`config.mk`:
```
export PLATFORM = sky130hd
export DESIGN_NAME = packet_rms_level_meter_flat
export DESIGN_NICKNAME = d
export VERILOG_FILES = /design/src/rtl/core/prlm_pkg.sv /design/src/rtl/core/prlm_in_if.sv /design/src/rtl/core/prlm_out_if.sv /design/src/rtl/core/prlm_front.sv /design/src/rtl/core/prlm_queue.sv /design/src/rtl/core/prlm_back.sv /design/src/rtl/core/packet_rms_level_meter.sv /design/src/flat_wrapper.sv
export SDC_FILE = /design/constraint.sdc
export NUM_CORES = 1
export LEC_CHECK = 0
export BUFFER_PORTS_ARGS = -buffer_cell sky130_fd_sc_hd__buf_2
export CORE_MARGIN = 4
export CORE_UTILIZATION = 50
export CTS_CLUSTER_SIZE = 28
export DETAILED_ROUTE_END_ITERATION = 8
export PLACE_DENSITY = 0.74
export SETUP_SLACK_MARGIN = 0.05
export SLEW_MARGIN = 10
export SYNTH_ARGS = -nofsm -noshare
export SYNTH_HDL_FRONTEND = slang
export SYNTH_SLANG_ARGS = --single-unit
```
`constraint.sdc`:
```
create_clock -name clk -period 7.5 [get_ports clk]
set_input_delay 1.5 -clock clk [delete_from_list [all_inputs] [get_ports clk]]
set_output_delay 1.5 -clock clk [all_outputs]
set_load 0.1 [all_outputs]
```
`src/rtl/core/prlm_pkg.sv`:
```
// Package with the shared constants, types and state codes of the packet RMS level meter.
package prlm_pkg;

  localparam int SAMPLE_W       = 16;
  localparam int CFG_W          = 6;
  localparam int MAX_PACKET_DEF = 4096;
  localparam int QUEUE_DEPTH    = 2;

  // A squared 16-bit sample reaches 2^30 and needs 31 bits.
  localparam int SQ_W    = 2 * SAMPLE_W - 1;
  // Four times the mean square stays at or below 2^32.
  localparam int Q_W     = 2 * SAMPLE_W + 1;
  localparam int ROOT_W  = SAMPLE_W + 1;
  localparam int X_W     = 2 * ROOT_W;
  localparam int SREM_W  = ROOT_W + 3;
  localparam int LEVEL_W = ROOT_W;

  localparam logic [CFG_W-1:0] SAMPLE_BITS_RESET = CFG_W'(16);
  localparam logic [CFG_W-1:0] SAMPLE_BITS_LEVEL = CFG_W'(16);

  typedef struct packed {
    logic silent;
    logic ovf;
  } job_flags_t;

  localparam int JOB_FLAGS_W = $bits(job_flags_t);

  typedef enum logic [1:0] {
    BK_IDLE,
    BK_DIV,
    BK_SQRT,
    BK_DONE
  } back_state_t;

endpackage

```
`src/rtl/core/prlm_in_if.sv`:
```
// Sample channel interface: valid/ready handshake carrying one sample and its packet marks.
interface prlm_in_if import prlm_pkg::*; ();
  logic                       valid;
  logic                       ready;
  logic signed [SAMPLE_W-1:0] sample;
  logic                       last_in_packet;
  logic                       packet_silent;

  modport source (output valid, output sample, output last_in_packet,
                  output packet_silent, input ready);
  modport sink   (input valid, input sample, input last_in_packet,
                  input packet_silent, output ready);
endinterface

```
`src/rtl/core/prlm_out_if.sv`:
```
// Result channel interface: valid/ready handshake carrying one packet level.
interface prlm_out_if import prlm_pkg::*; ();
  logic               valid;
  logic               ready;
  logic [LEVEL_W-1:0] level;
  logic               overflowed;

  modport source (output valid, output level, output overflowed, input ready);
  modport sink   (input valid, input level, input overflowed, output ready);
endinterface

```
`src/rtl/core/prlm_front.sv`:
```
// Front end: accepts, squares and sums samples; one job per silent or width-16 packet.
module prlm_front import prlm_pkg::*; #(
  parameter int MAX_PACKET = MAX_PACKET_DEF,
  parameter int CNT_W      = $clog2(MAX_PACKET + 1),
  parameter int SUM_W      = SQ_W - 1 + CNT_W
) (
  input  logic             clk,
  input  logic             rst_n,
  prlm_in_if.sink          in_chan,
  input  logic [CFG_W-1:0] sample_bits,
  output logic             push_valid,
  input  logic             push_ready,
  output logic [SUM_W-1:0] push_sum,
  output logic [CNT_W-1:0] push_cnt,
  output job_flags_t       push_flags
);

  localparam logic [CNT_W-1:0] MAX_C = CNT_W'(MAX_PACKET);

  logic [CNT_W-1:0] cnt_r;
  logic             ovf_r;
  logic             s1_valid_r;
  logic [SQ_W-1:0]  s1_sq_r;
  logic             s1_last_r;
  logic             s1_silent_r;
  logic [CNT_W-1:0] s1_cnt_r;
  logic             s1_ovf_r;
  logic [SUM_W-1:0] acc_r;

  logic                     in_fire;
  logic                     counted;
  logic [CNT_W-1:0]         cnt_after;
  logic                     ovf_after;
  logic signed [2*SAMPLE_W-1:0] prod;
  logic [SUM_W-1:0]         sum_now;
  logic                     emit;
  logic                     stall;

  assign in_fire   = in_chan.valid && in_chan.ready;
  assign counted   = cnt_r < MAX_C;
  assign cnt_after = counted ? cnt_r + CNT_W'(1) : cnt_r;
  assign ovf_after = ovf_r | ~counted;
  assign prod      = in_chan.sample * in_chan.sample;

  assign sum_now = acc_r + SUM_W'(s1_sq_r);
  // A non-silent packet at a sample width other than 16 closes without a result.
  assign emit    = s1_silent_r || (sample_bits == SAMPLE_BITS_LEVEL);
  assign stall   = s1_valid_r && s1_last_r && emit && !push_ready;

  assign in_chan.ready = !stall;

  assign push_valid        = s1_valid_r && s1_last_r && emit;
  assign push_sum          = sum_now;
  assign push_cnt          = s1_cnt_r;
  assign push_flags.silent = s1_silent_r;
  assign push_flags.ovf    = s1_ovf_r;

  always_ff @(posedge clk) begin
    if (!rst_n) begin
      cnt_r      <= '0;
      ovf_r      <= 1'b0;
      s1_valid_r <= 1'b0;
      acc_r      <= '0;
    end else begin
      if (in_fire) begin
        if (in_chan.last_in_packet) begin
          cnt_r <= '0;
          ovf_r <= 1'b0;
        end else begin
          cnt_r <= cnt_after;
          ovf_r <= ovf_after;
        end
      end
      if (!stall) begin
        s1_valid_r <= in_fire;
        if (s1_valid_r) begin
          acc_r <= s1_last_r ? '0 : sum_now;
        end
      end
    end
  end

  always_ff @(posedge clk) begin
    if (!stall) begin
      s1_sq_r     <= counted ? prod[SQ_W-1:0] : '0;
      s1_last_r   <= in_chan.last_in_packet;
      s1_silent_r <= in_chan.packet_silent;
      s1_cnt_r    <= cnt_after;
      s1_ovf_r    <= ovf_after;
    end
  end

endmodule

```
`src/rtl/core/prlm_queue.sv`:
```
// Short job queue between the accumulating front end and the level computation.
module prlm_queue import prlm_pkg::*; #(
  parameter int DATA_W = 8,
  parameter int DEPTH  = QUEUE_DEPTH
) (
  input  logic              clk,
  input  logic              rst_n,
  input  logic              push_valid,
  output logic              push_ready,
  input  logic [DATA_W-1:0] push_data,
  output logic              pop_valid,
  input  logic              pop_ready,
  output logic [DATA_W-1:0] pop_data
);

  localparam int PTR_W = (DEPTH > 1) ? $clog2(DEPTH) : 1;
  localparam int FILL_W = $clog2(DEPTH + 1);
  localparam logic [PTR_W-1:0] PTR_LAST = PTR_W'(DEPTH - 1);

  logic [DATA_W-1:0] mem [DEPTH];
  logic [PTR_W-1:0]  wr_ptr_r;
  logic [PTR_W-1:0]  rd_ptr_r;
  logic [FILL_W-1:0] fill_r;

  logic do_push;
  logic do_pop;

  assign push_ready = fill_r != FILL_W'(DEPTH);
  assign pop_valid  = fill_r != '0;
  assign pop_data   = mem[rd_ptr_r];
  assign do_push    = push_valid && push_ready;
  assign do_pop     = pop_valid && pop_ready;

  always_ff @(posedge clk) begin
    if (do_push) begin
      mem[wr_ptr_r] <= push_data;
    end
  end

  always_ff @(posedge clk) begin
    if (!rst_n) begin
      wr_ptr_r <= '0;
      rd_ptr_r <= '0;
      fill_r   <= '0;
    end else begin
      if (do_push) begin
        wr_ptr_r <= (wr_ptr_r == PTR_LAST) ? '0 : wr_ptr_r + PTR_W'(1);
      end
      if (do_pop) begin
        rd_ptr_r <= (rd_ptr_r == PTR_LAST) ? '0 : rd_ptr_r + PTR_W'(1);
      end
      if (do_push && !do_pop) begin
        fill_r <= fill_r + FILL_W'(1);
      end else if (do_pop && !do_push) begin
        fill_r <= fill_r - FILL_W'(1);
      end
    end
  end

endmodule

```
`src/rtl/core/prlm_back.sv`:
```
// Back end: divides four times the square sum by the count, takes the root, holds the result.
module prlm_back import prlm_pkg::*; #(
  parameter int CNT_W      = $clog2(MAX_PACKET_DEF + 1),
  parameter int SUM_W      = SQ_W - 1 + CNT_W
) (
  input  logic             clk,
  input  logic             rst_n,
  input  logic             job_valid,
  output logic             job_ready,
  input  logic [SUM_W-1:0] job_sum,
  input  logic [CNT_W-1:0] job_cnt,
  input  job_flags_t       job_flags,
  prlm_out_if.source       out_chan
);

  // The dividend is four times the square sum.
  localparam int DD_W  = SUM_W + 2;
  localparam int CTR_W = $clog2(DD_W + 1);
  localparam logic [CTR_W-1:0] DIV_LAST  = CTR_W'(DD_W - 1);
  localparam logic [CTR_W-1:0] SQRT_LAST = CTR_W'(ROOT_W - 1);

  back_state_t        state_r, state_nxt;
  logic [CTR_W-1:0]   ctr_r, ctr_nxt;
  logic [CNT_W-1:0]   div_r, div_nxt;
  logic [CNT_W-1:0]   rem_r, rem_nxt;
  logic [DD_W-1:0]    dq_r, dq_nxt;
  logic [X_W-1:0]     x_r, x_nxt;
  logic [ROOT_W-1:0]  root_r, root_nxt;
  logic [SREM_W-1:0]  srem_r, srem_nxt;
  logic [LEVEL_W-1:0] level_r, level_nxt;
  logic               ovf_r, ovf_nxt;

  logic [CNT_W:0]     div_shift;
  logic               div_ge;
  logic [SREM_W-1:0]  sqrt_shift;
  logic [SREM_W-1:0]  sqrt_trial;
  logic               sqrt_ge;

  assign div_shift  = {rem_r, dq_r[DD_W-1]};
  assign div_ge     = div_shift >= {1'b0, div_r};
  assign sqrt_shift = {srem_r[SREM_W-3:0], x_r[X_W-1:X_W-2]};
  assign sqrt_trial = SREM_W'({root_r, 2'b01});
  assign sqrt_ge    = sqrt_shift >= sqrt_trial;

  assign out_chan.valid      = state_r == BK_DONE;
  assign out_chan.level      = level_r;
  assign out_chan.overflowed = ovf_r;

  always_comb begin
    state_nxt = state_r;
    ctr_nxt   = ctr_r;
    div_nxt   = div_r;
    rem_nxt   = rem_r;
    dq_nxt    = dq_r;
    x_nxt     = x_r;
    root_nxt  = root_r;
    srem_nxt  = srem_r;
    level_nxt = level_r;
    ovf_nxt   = ovf_r;
    job_ready = 1'b0;
    unique case (state_r)
      BK_IDLE: begin
        if (job_valid) begin
          job_ready = 1'b1;
          ovf_nxt   = job_flags.ovf;
          if (job_flags.silent || job_cnt == '0) begin
            level_nxt = '0;
            state_nxt = BK_DONE;
          end else begin
            div_nxt   = job_cnt;
            rem_nxt   = '0;
            dq_nxt    = {job_sum, 2'b00};
            ctr_nxt   = '0;
            state_nxt = BK_DIV;
          end
        end
      end
      BK_DIV: begin
        // Restoring division, one quotient bit per cycle; the quotient
        // shifts in where the dividend shifts out.
        rem_nxt = div_ge ? CNT_W'(div_shift - {1'b0, div_r}) : CNT_W'(div_shift);
        dq_nxt  = {dq_r[DD_W-2:0], div_ge};
        ctr_nxt = ctr_r + CTR_W'(1);
        if (ctr_r == DIV_LAST) begin
          x_nxt     = X_W'(dq_nxt[Q_W-1:0]);
          root_nxt  = '0;
          srem_nxt  = '0;
          ctr_nxt   = '0;
          state_nxt = BK_SQRT;
        end
      end
      BK_SQRT: begin
        // Digit-by-digit square root, one root bit per cycle.
        srem_nxt = sqrt_ge ? sqrt_shift - sqrt_trial : sqrt_shift;
        root_nxt = {root_r[ROOT_W-2:0], sqrt_ge};
        x_nxt    = {x_r[X_W-3:0], 2'b00};
        ctr_nxt  = ctr_r + CTR_W'(1);
        if (ctr_r == SQRT_LAST) begin
          level_nxt = root_nxt;
          state_nxt = BK_DONE;
        end
      end
      BK_DONE: begin
        if (out_chan.ready) begin
          state_nxt = BK_IDLE;
        end
      end
      default: state_nxt = BK_IDLE;
    endcase
  end

  always_ff @(posedge clk) begin
    if (!rst_n) begin
      state_r <= BK_IDLE;
    end else begin
      state_r <= state_nxt;
    end
  end

  always_ff @(posedge clk) begin
    ctr_r   <= ctr_nxt;
    div_r   <= div_nxt;
    rem_r   <= rem_nxt;
    dq_r    <= dq_nxt;
    x_r     <= x_nxt;
    root_r  <= root_nxt;
    srem_r  <= srem_nxt;
    level_r <= level_nxt;
    ovf_r   <= ovf_nxt;
  end

endmodule

```
`src/rtl/core/packet_rms_level_meter.sv`:
```
// Top level of the packet RMS level meter: configuration register, front end, job queue, back end.
// Samples are taken at one per cycle unless a packet closes on a full job queue; each is
// squared, registered and added to the packet's square sum. At the marked last sample the
// sum, count and flags move as one job into a two-entry queue, so sampling goes on while
// earlier packets are still being measured; a non-silent packet at a sample width other
// than 16 gives no job. The back end takes a job and runs a restoring divider, one bit per
// cycle, then a square root, one bit per cycle. Silent packets skip both units and report
// level 0. Packets shorter than the back end's work on a job can fill the queue, and then
// the sample input stalls.
module packet_rms_level_meter import prlm_pkg::*; #(
  parameter int MAX_PACKET = MAX_PACKET_DEF
) (
  input  logic        clk,
  input  logic        rst_n,
  prlm_in_if.sink     in_chan,
  prlm_out_if.source  out_chan,
  input  logic        psel,
  input  logic        penable,
  input  logic        pwrite,
  input  logic [1:0]  paddr,
  input  logic [31:0] pwdata,
  output logic [31:0] prdata,
  output logic        pready
);

  localparam int CNT_W  = $clog2(MAX_PACKET + 1);
  localparam int SUM_W  = SQ_W - 1 + CNT_W;
  localparam int DATA_W = SUM_W + CNT_W + JOB_FLAGS_W;

  logic [CFG_W-1:0]  sample_bits_r;
  logic              push_valid;
  logic              push_ready;
  logic [SUM_W-1:0]  push_sum;
  logic [CNT_W-1:0]  push_cnt;
  job_flags_t        push_flags;
  logic              pop_valid;
  logic              pop_ready;
  logic [DATA_W-1:0] pop_data;
  logic [SUM_W-1:0]  job_sum;
  logic [CNT_W-1:0]  job_cnt;
  job_flags_t        job_flags;

  // The only register sits at address 0, so the address does not take part in decoding.
  assign pready = 1'b1;
  assign prdata = {paddr, 24'd0, sample_bits_r} & 32'h0000_003F;

  always_ff @(posedge clk) begin
    if (!rst_n) begin
      sample_bits_r <= SAMPLE_BITS_RESET;
    end else if (psel && penable && pwrite && pready) begin
      sample_bits_r <= pwdata[CFG_W-1:0];
    end
  end

  prlm_front #(
    .MAX_PACKET (MAX_PACKET),
    .CNT_W      (CNT_W),
    .SUM_W      (SUM_W)
  ) u_front (
    .clk         (clk),
    .rst_n       (rst_n),
    .in_chan     (in_chan),
    .sample_bits (sample_bits_r),
    .push_valid  (push_valid),
    .push_ready  (push_ready),
    .push_sum    (push_sum),
    .push_cnt    (push_cnt),
    .push_flags  (push_flags)
  );

  prlm_queue #(
    .DATA_W (DATA_W),
    .DEPTH  (QUEUE_DEPTH)
  ) u_queue (
    .clk        (clk),
    .rst_n      (rst_n),
    .push_valid (push_valid),
    .push_ready (push_ready),
    .push_data  ({push_sum, push_cnt, push_flags}),
    .pop_valid  (pop_valid),
    .pop_ready  (pop_ready),
    .pop_data   (pop_data)
  );

  assign job_sum   = pop_data[DATA_W-1 -: SUM_W];
  assign job_cnt   = pop_data[JOB_FLAGS_W +: CNT_W];
  assign job_flags = pop_data[JOB_FLAGS_W-1:0];

  prlm_back #(
    .CNT_W      (CNT_W),
    .SUM_W      (SUM_W)
  ) u_back (
    .clk       (clk),
    .rst_n     (rst_n),
    .job_valid (pop_valid),
    .job_ready (pop_ready),
    .job_sum   (job_sum),
    .job_cnt   (job_cnt),
    .job_flags (job_flags),
    .out_chan  (out_chan)
  );

endmodule

```
`src/flat_wrapper.sv`:
```
// flat-port wrapper written by rule: the top's interface ports become plain ports
module packet_rms_level_meter_flat import prlm_pkg::*;
#(
  parameter int MAX_PACKET = MAX_PACKET_DEF
)
  (clk, rst_n, psel, penable, pwrite, paddr, pwdata, prdata, pready, in_chan_valid, in_chan_sample, in_chan_last_in_packet, in_chan_packet_silent, in_chan_ready, out_chan_valid, out_chan_level, out_chan_overflowed, out_chan_ready);
  prlm_in_if in_chan_i ();
  prlm_out_if out_chan_i ();
  input  logic clk;
  input  logic rst_n;
  input  logic psel;
  input  logic penable;
  input  logic pwrite;
  input  logic [1:0] paddr;
  input  logic [31:0] pwdata;
  output logic [31:0] prdata;
  output logic pready;
  input wire logic [$bits(in_chan_i.valid)-1:0] in_chan_valid;
  input wire logic [$bits(in_chan_i.sample)-1:0] in_chan_sample;
  input wire logic [$bits(in_chan_i.last_in_packet)-1:0] in_chan_last_in_packet;
  input wire logic [$bits(in_chan_i.packet_silent)-1:0] in_chan_packet_silent;
  output wire logic [$bits(in_chan_i.ready)-1:0] in_chan_ready;
  output wire logic [$bits(out_chan_i.valid)-1:0] out_chan_valid;
  output wire logic [$bits(out_chan_i.level)-1:0] out_chan_level;
  output wire logic [$bits(out_chan_i.overflowed)-1:0] out_chan_overflowed;
  input wire logic [$bits(out_chan_i.ready)-1:0] out_chan_ready;
  assign in_chan_i.valid = in_chan_valid;
  assign in_chan_i.sample = in_chan_sample;
  assign in_chan_i.last_in_packet = in_chan_last_in_packet;
  assign in_chan_i.packet_silent = in_chan_packet_silent;
  assign in_chan_ready = in_chan_i.ready;
  assign out_chan_valid = out_chan_i.valid;
  assign out_chan_level = out_chan_i.level;
  assign out_chan_overflowed = out_chan_i.overflowed;
  assign out_chan_i.ready = out_chan_ready;
  packet_rms_level_meter #(.MAX_PACKET(MAX_PACKET)) u_core (.clk(clk), .rst_n(rst_n), .in_chan(in_chan_i), .out_chan(out_chan_i), .psel(psel), .penable(penable), .pwrite(pwrite), .paddr(paddr), .pwdata(pwdata), .prdata(prdata), .pready(pready));
endmodule
```
==> flow_summary.yaml, run 1 <==
floorplanning:
  rows: 85
  die_w_um: 243
  die_y_um: 243
  start_util_pct: 50.9
  die_area_um2: 59100
  io_pins: 112
  coreArea_um2: 54200
layout:
  drive_above_1_share_pct: 11.8
  seqCellArea_um2: 11200
  multi_input_area_um2: 14500
  fillers: 4495
  area_growth_pct: 10.9
  final_cells: 3394
  layout_common_cells: "414 x inv_1, 326 x edfxtp_1, 231 x fa_1"
  layout_commonest_cell: "inv_1"
  finalNetCount: 3115
placed_design:
  io_buffers: 56
  placed_cells: 3323
  dpl.hpwl_mm: 41.7
  gp_congestion: 0.883
  pre_cts_slack_ns: -0.170
setup_path:
  slowest_delay_ns: 0.56
  r2r_slack_ns: 4.13
  rr_worst_depth: 8
  cp_max_fo: 4
  path_cells: "buf_2 -> inv_1 -> nor2_1 -> fa_1 -> inv_1 -> fa_1 -> inv_1 -> fa_1 -> fa_1 -> fa_1 -> inv_1 -> fa_1 -> inv_1 -> ha_1 -> buf_4 -> and3_1 -> and3_1 -> nor2b_1 -> o311ai_2 -> a211oi_1 -> nor4bb_2 -> or3_1 -> a21oi_1"
  worstSetupStartpoint: "in_chan_sample[12]"
  arrival_ns: 7.51
  r2r_start: "u_core.u_front.s1_silent_r$_DFFE_PN_"
  r2r_end: "u_core.u_front.acc_r[40]$_SDFFE_PN0P_"
  end_kind: "register"
  crit_path_frequent_cell: "fa_1"
  critical_path_class: "in2reg"
  critical_path.endpoint: "u_core.u_front.s1_sq_r[30]$_SDFFCE_PP0N_"
  slowest_stage: "fa_1"
  critical_path_required_ns: 7.89
  startpoint_type: "input port"
clock_network:
  tritoncts: "done"
  ctsHoldBuffers: 0
  worstSkewPairLatency_ns: 0.56
  root_buffer: "clkbuf_16"
  clockBufferDepth: 3
  cts.repair.resized: 0
  cts.sinks: 397
  cts_setup_buffers: 0
  cts.htree.levels: 2
  clkTransAtPathRegs_ns: 0.07
  cts_buffers: 38
timing:
  relSlewSlack_pct: 22.3
  finalMaxSlewViolations: 0
  final-hold-violation-count: 0
  min_period_ns: 7.12
  skew_ns: 0.0259
  post-route-period-util_pct: 94.9
  tightest_slew_ns: 1.16
  max_freq_mhz: 140
  rsz0062_at_grt: "true"
  setup_viol: 0
  final.setup.worst_slack_ns: 0.380
grt:
  gr-total-overflow: 0
  track_usage_pct: 18.6
  antenna_found_initial: 0
  grt_pass1_wl_mm: 92.3
  grt_max_degree: 89
  grt_pass1_vias: 19100
worst_hold_path:
  hp-start: "u_core.u_front.push_cnt[1]$_DFFE_PN_"
  hp-class: "reg2reg"
synth:
  ys_warn_count: 0
  syn-cell-area_um2: 27600
  synth_flop_cell: "edfxtp_1"
  ys_seq_area_share_pct: 40.6
  synth-async-reset-ratio_pct: 0
  syn_inst: 2549
  synth_edf_count: 326
  postSynthAreaPerCell_um2: 10.8
  yosys_register_bits: 397
  yosysUniqueCellTypes: 87
detailed_routing:
  postRouteAntennaNets: 0
  drtIter0Drc: 910
  vias: 18100
  drcViolationCount: 0
  wl_per_cell_um: 16.2
  via_per_inst: 5.32
  first_pass_iters: 5
  drt-total-wl_mm: 54.9
flow_run:
  maxCapViolations: 0
status:
  status: "completed"
## sequential cells by signal, summed over array words and instances, names as in the netlist, 2 cells and up, named ones only
name / flops
u_core.u_back.srem_r: 18
u_core.u_queue.fill_r: 2
u_core.u_back.x_r: 34
u_core.u_back.root_r: 17
u_core.u_back.state_r: 2
u_core.u_front.push_cnt: 13
u_core.u_queue.mem: 116
u_core.u_back.ctr_r: 6
u_core.sample_bits_r: 6
u_core.u_back.dq_r: 45
u_core.u_back.div_r: 13
u_core.u_front.cnt_r: 13
u_core.u_front.acc_r: 43
u_core.u_front.s1_sq_r: 30
u_core.u_back.out_chan.level: 17
u_core.u_back.rem_r: 13
## synth_stat cells, types with 11 or more instances
| master | n | area, um2 |
|---|---|---|
| o21ai_0 | 87 | 435 |
| a31oi_1 | 11 | 68.8 |
| xnor2_1 | 72 | 631 |
| nor3_1 | 25 | 125 |
| a211oi_1 | 20 | 150 |
| nand3_1 | 28 | 140 |
| a21o_1 | 32 | 240 |
| fa_1 | 231 | 4620 |
| a21oi_1 | 94 | 470 |
| buf_4 | 28 | 210 |
| nor2_1 | 208 | 781 |
| nand4_1 | 27 | 169 |
| a22oi_1 | 21 | 158 |
| inv_1 | 414 | 1550 |
| nor2b_1 | 19 | 119 |
| ha_1 | 158 | 1980 |
| mux2i_1 | 74 | 741 |
| clkbuf_1 | 64 | 240 |
| buf_1 | 11 | 41.3 |
| and3_1 | 21 | 131 |
| edfxtp_1 | 326 | 9790 |
| nor3b_1 | 11 | 82.6 |
| and2_1 | 37 | 231 |
| nand2_1 | 178 | 668 |
| o21ai_1 | 21 | 105 |
| xor2_1 | 52 | 455 |
| nand2b_1 | 16 | 100 |
| dfxtp_1 | 71 | 1420 |
| mux2_2 | 47 | 529 |
## layout make-up
class	instances	area share (%)
Antenna cell	1	0.00817
Inverter	416	5.10
Timing Repair Buffer	165	3.63
Clock inverter	24	1.17
Sequential cell	397	36.6
Clock buffer	46	3.40
Tap cell	696	2.84
Multi-Input combinational cell	1649	47.2
## per-stage QoR
stage	utilization [%]	cell area, um2	TNS, ns	hold slack, ns
2_1_floorplan	-	27700	0	0.421
3_3_place_gp	53.8	29200	-0.293	0.424
3_5_place_dp	53.8	29200	-0.371	0.433
4_1_cts	56.4	30600	0	0.447
5_1_grt	56.5	30600	-0.000165	0.457
6_report	56.5	30600	0	0.447
## per-layer routing
layer | routed length (um) | track usage (%) | part of all wire (%)
met5 | 0 | 0 | 0
met1 | 23900 | 23.3 | 44
met3 | 1730 | 1.89 | 3.1
met4 | 1220 | 4.97 | 2.2
met2 | 28000 | 34.3 | 51
## critical path: cells and delay by family
| kind | cells | cell delay [ns] |
|---|---|---|
| fa+ha+maj | 7 | 3.42 |
| compound gates | 3 | 0.77 |
| buf+inv | 7 | 0.64 |
| simple gates | 6 | 1.17 |
## worst min path at each step
stage          cells past startpoint                                   to  slack (ns)
3_3_place_gp                       0  u_core.u_queue.mem[1][12]$_DFFE_PP_        0.42
2_1_floorplan                      0   u_core.u_queue.mem[0][0]$_DFFE_PP_        0.42
3_5_place_dp                       0   u_core.u_queue.mem[1][6]$_DFFE_PP_        0.43
5_1_grt                            0   u_core.u_queue.mem[0][4]$_DFFE_PP_        0.46
4_1_cts                            0   u_core.u_queue.mem[1][9]$_DFFE_PP_        0.45
6_report                           0   u_core.u_queue.mem[0][3]$_DFFE_PP_        0.45
## cells by family (layout without fill, tap and decap cells)
kind of cell,count (synthesis),count (layout),share of synthesized area [%]
flops,397,397,40.6
simple gates,610,610,10.3
mux,121,121,4.60
other cells,2,28,0.0272
fa+ha+maj,389,389,23.9
buf+inv,528,651,7.60
compound gates,378,378,9.04
xor+xnor,124,124,3.93
Power of run 1 is left out: the tool's default activity adds up to more than one toggle a clock period on the data nets, which glitch-free logic cannot reach.
==> run 2, diff against run 1 <==
==> constraint.sdc (replaced) <==
create_clock -name clk -period 7.5 [get_ports clk]
set_input_delay 1.5 -clock clk [delete_from_list [all_inputs] [get_ports clk]]
set_output_delay 1.5 -clock clk [all_outputs]
set_load 0.02 [all_outputs]
==> flow_summary.yaml, run 2 (synthesized netlist as in run 1, its figures left out) <==
status:
  status: "completed"
setup_path:
  path_cells: "buf_2 -> inv_1 -> nor2_1 -> fa_1 -> inv_1 -> fa_1 -> inv_1 -> fa_1 -> fa_1 -> fa_1 -> inv_1 -> fa_1 -> inv_1 -> ha_1 -> buf_4 -> and3_1 -> and3_1 -> nor2b_1 -> o311ai_2 -> a211oi_1 -> nor4bb_1 -> or3_1 -> a21oi_1"
  cp.buffers_inverters: 7
  arrival_ns: 7.51
  cp_max_fo: 4
  critical_path_required_ns: 7.88
  rr_worst_depth: 9
  end_kind: "register"
  cpLargestDelayFamily: "adder cells"
  crit_cells: 23
  crit_path_frequent_cell: "fa_1"
  startpoint_type: "input port"
  slowest_delay_ns: 0.56
  critical_path_class: "in2reg"
  slowest_stage: "fa_1"
grt:
  grt_pass1_wl_mm: 92.4
  antenna_found_initial: 0
  grt_max_degree: 89
  grt_pass1_vias: 19100
  track_usage_pct: 18.5
  gr-total-overflow: 0
floorplanning:
  die_y_um: 243
  coreArea_um2: 54200
  die_w_um: 243
  rows: 85
  io_pins: 112
  die_area_um2: 59100
  start_util_pct: 50.9
placed_design:
  io_buffers: 56
  dpl.hpwl_mm: 41.6
  gp_congestion: 0.883
  placed_area_um2: 29200
clock_network:
  clockBufferDepth: 3
  root_buffer: "clkbuf_16"
  clkTransAtPathRegs_ns: 0.07
  worstSkewPairLatency_ns: 0.55
  ctsHoldBuffers: 0
  cts.htree.levels: 2
  cts_setup_buffers: 0
  cts.sinks: 397
  tritoncts: "done"
  cts_buffers: 39
  cts.repair.resized: 0
worst_hold_path:
  min_delay_path_depth: 0
  hp-class: "reg2reg"
timing:
  relSlewSlack_pct: 23.8
  finalMaxSlewViolations: 0
  setup_viol: 0
  skew_ns: 0.0213
  min_period_ns: 7.13
  rsz0062_at_grt: "false"
  tightest_slew_ns: 1.14
  max_freq_mhz: 140
  final-hold-violation-count: 0
  post-route-period-util_pct: 95.0
layout:
  n_antenna_cell: 0
  area_growth_pct: 10.3
  finalNetCount: 3116
  drive_above_1_share_pct: 11.6
  stdcell_area_um2: 30500
  reg_top3: "u_core.u_queue.mem x116, u_core.u_back.dq_r x45, u_core.u_front.acc_r x43"
  layout_common_cells: "414 x inv_1, 326 x edfxtp_1, 231 x fa_1"
  top_register: "u_core.u_queue.mem"
  largest_register_ffs: 116
  layout_commonest_cell: "inv_1"
detailed_routing:
  vias: 18200
  postRouteAntennaNets: 0
  drcViolationCount: 0
  wl_per_cell_um: 16.1
  via_per_inst: 5.35
  drtIter0Drc: 902
  first_pass_iters: 5
  drt-total-wl_mm: 54.7
flow_run:
  maxCapViolations: 0
-- run 2: final timing paths --
kind | startpoint | end | slack [ns]
max | in_chan_sample[12] | u_core.u_front.s1_sq_r[30]$_SDFFCE_PP0N_ | 0.37
min | u_core.u_front.push_cnt[9]$_DFFE_PN_ | u_core.u_queue.mem[1][11]$_DFFE_PP_ | 0.45
max reg2reg | u_core.u_front.s1_silent_r$_DFFE_PN_ | u_core.u_front.acc_r[40]$_SDFFE_PN0P_ | 3.67
min reg2reg | u_core.u_front.push_cnt[9]$_DFFE_PN_ | u_core.u_queue.mem[1][11]$_DFFE_PP_ | 0.45
-- run 2: cell type report --
| cell class | count | area (um2) |
|---|---|---|
| fill | 4538 | 23800 |
| multi-input combinational | 1649 | 14500 |
| sequential | 397 | 11200 |
| inverter | 416 | 1560 |
| timing repair buffer | 165 | 1110 |
| clock buffer | 44 | 1000 |
| tap | 696 | 871 |
| clock inverter | 27 | 235 |
-- run 2: routing by layer --
metal / track usage [%] / vias to the layer above / share of wire [%]
li1: - / 8735 / -
met1: 23.3 / 9026 / 43
met2: 34.1 / 302 / 51
met3: 1.78 / 88 / 3.0
met4: 5.28 / 0 / 2.3
met5: 0 / - / 0
-- run 2: through the flow --
| stage | instances | setup TNS [ns] | hold slack, ns | util, % | setup WS (ns) |
|---|---|---|---|---|---|
| final | 3394 | 0 | 0.447 | 56.1 | 0.375 |
| after detailed placement | 3323 | -0.490 | 0.429 | 53.8 | -0.218 |
| after global routing | 3394 | 0 | 0.468 | 56.1 | 0.0576 |
| after floorplan | 2574 | 0 | 0.421 | - | 0.0554 |
| after global placement | 3323 | -0.295 | 0.425 | 53.8 | -0.192 |
| after CTS | 3394 | 0 | 0.445 | 56.1 | 0.341 |
Power of run 2 is left out for the same reason.
==> run 3, diff against run 2 <==
--- a/config.mk
+++ b/config.mk
@@ -6,6 +6,7 @@
 export NUM_CORES = 1
 export LEC_CHECK = 0
 export BUFFER_PORTS_ARGS = -buffer_cell sky130_fd_sc_hd__buf_2
+export CORE_ASPECT_RATIO = 2
 export CORE_MARGIN = 4
 export CORE_UTILIZATION = 50
 export CTS_CLUSTER_SIZE = 28
==> flow_summary.yaml, run 3 (synthesized netlist as in run 1, its figures left out) <==
status:
  status: "completed"
grt:
  grt_use_met2_pct: 43.3
  antenna_found_initial: 1
  grt_pass1_vias: 20700
  use_met1_pct: 18.3
  grt_pass1_wl_mm: 99.3
  grt_use_met3_pct: 1.33
  gr-total-overflow: 0
  grt_max_degree: 90
  grt_most_used_layer: "met2"
  track_usage_pct: 20.4
timing:
  max_freq_mhz: 140
  skew_ns: 0.0135
  min_period_ns: 7.13
  worst_hold_slack_ns: 0.447
  post-route-period-util_pct: 95.0
  tightest_slew_ns: 1.03
  relSlewSlack_pct: 31.6
  final-hold-violation-count: 0
  rsz0062_at_grt: "false"
  finalMaxSlewViolations: 0
  setup_viol: 0
detailed_routing:
  drt-total-wl_mm: 60.3
  vias: 18700
  drtIter0Drc: 928
  first_pass_iters: 7
  via_per_inst: 5.51
  postRouteAntennaNets: 0
  wl_per_cell_um: 17.7
  drcViolationCount: 0
layout:
  largest_register_ffs: 116
  layout_common_cells: "413 x inv_1, 326 x edfxtp_1, 231 x fa_1"
  layout_commonest_cell: "inv_1"
  area_growth_pct: 10.9
  top_register: "u_core.u_queue.mem"
  finalNetCount: 3147
  final_cells: 3401
  drive_above_1_share_pct: 13.0
  reg_top3: "u_core.u_queue.mem x116, u_core.u_back.dq_r x45, u_core.u_front.acc_r x43"
setup_path:
  startpoint_type: "input port"
  r2r_start: "u_core.u_back.srem_r[1]$_SDFFCE_PN0P_"
  r2r_slack_ns: 4.13
  end_kind: "register"
  slowest_delay_ns: 0.58
  r2r_end: "u_core.u_back.srem_r[7]$_SDFFCE_PN0P_"
  slowest_stage: "fa_1"
  arrival_ns: 7.44
  crit_path_frequent_cell: "fa_1"
  critical_path_required_ns: 7.82
  critical_path_class: "in2reg"
  cp_max_fo: 4
  cp.buffers_inverters: 9
  rr_worst_depth: 11
  cpLargestDelayFamily: "adder cells"
floorplanning:
  rows: 121
  coreArea_um2: 54500
  io_pins: 112
  die_w_um: 174
  start_util_pct: 50.7
  die_y_um: 340
  die_area_um2: 59300
worst_hold_path:
  holdPathEnd: "u_core.u_queue.mem[1][2]$_DFFE_PP_"
  hp-start: "u_core.u_front.push_cnt[0]$_DFFE_PN_"
  min_delay_path_depth: 0
  hp-class: "reg2reg"
clock_network:
  cts_buffers: 31
  worstSkewPairLatency_ns: 0.58
  cts.sinks: 397
  clockBufferDepth: 3
  root_buffer: "clkbuf_16"
  clkTransAtPathRegs_ns: 0.08
  tritoncts: "done"
  ctsHoldBuffers: 0
  cts.htree.levels: 1
placed_design:
  placed_cells: 3342
  dpl.hpwl_mm: 47.8
  gp_congestion: 0.955
  io_buffers: 56
flow_run:
  maxCapViolations: 0
==> run 3: changes by cell type in the layout (fill, tap and decap cells not counted), moves of 4 or more <==
cell	change
clkbuf_1	-4
clkinvlp_4	+5
buf_4	+37
clkbuf_16	-8
clkinv_1	-6
bufinv_16	+4
==> run 3: metal layers <==
metal | vias to the layer above | routed length (um)
met2 | 490 | 35900
met4 | 0 | 3360
met3 | 185 | 1680
met5 | - | 0
li1 | 8789 | -
met1 | 9284 | 19400
==> run 3: timing repair <==
item	CTS	global route
setup buffers	0	0
setup endpoints to repair	0	3
gates resized for setup	0	6
==> run 3: final cells by class <==
| type | count | area, um2 |
|---|---|---|
| Antenna cell | 1 | 2.50 |
| Clock buffer | 32 | 790 |
| Clock inverter | 26 | 332 |
| Fill cell | 4576 | 23900 |
| Inverter | 416 | 1560 |
| Multi-Input combinational cell | 1649 | 14500 |
| Sequential cell | 397 | 11200 |
| Tap cell | 676 | 846 |
| Timing Repair Buffer | 204 | 1430 |
==> run 3: worst reg2reg max path, stage by stage, from the launching register on <==
cell,delay [ns]
edfxtp_1,0.41
ha_1,0.38
nor2_1,0.07
a21oi_1,0.35
a221oi_2,0.17
a2bb2oi_2,0.18
nand2_1,0.06
o2111ai_1,0.17
a31oi_2,0.68
buf_4,0.36
mux2i_1,0.23
nor2_1,0.06
==> run 3: worst max-delay path by stage <==
stage | to | from | slack, ns | depth (start not counted)
after global placement | u_core.u_front.s1_sq_r[28]$_SDFFCE_PP0N_ | in_chan_sample[8] | -0.34 | 26
after floorplan | u_core.u_front.s1_sq_r[28]$_SDFFCE_PP0N_ | in_chan_sample[4] | 0.06 | 24
after detailed placement | u_core.u_front.s1_sq_r[28]$_SDFFCE_PP0N_ | in_chan_sample[8] | -0.38 | 26
after global routing | u_core.u_front.s1_sq_r[28]$_SDFFCE_PP0N_ | in_chan_sample[8] | 0.07 | 26
after CTS | u_core.u_front.s1_sq_r[28]$_SDFFCE_PP0N_ | in_chan_sample[8] | 0.23 | 26
final | u_core.u_front.s1_sq_r[28]$_SDFFCE_PP0N_ | in_chan_sample[8] | 0.37 | 26
==> run 3: through the flow <==
step | worst slack (ns) | cell area, um2 | TNS (ns) | util [%]
finish | 0.374 | 30600 | 0 | 56.2
global route | 0.0701 | 30600 | 0 | 56.2
CTS | 0.234 | 30600 | 0 | 56.2
detailed placement | -0.383 | 29500 | -1.79 | 54.1
global placement | -0.341 | 29500 | -1.15 | 54.1
floorplan | 0.0554 | 27700 | 0 | -
Power of run 3 is left out for the same reason.
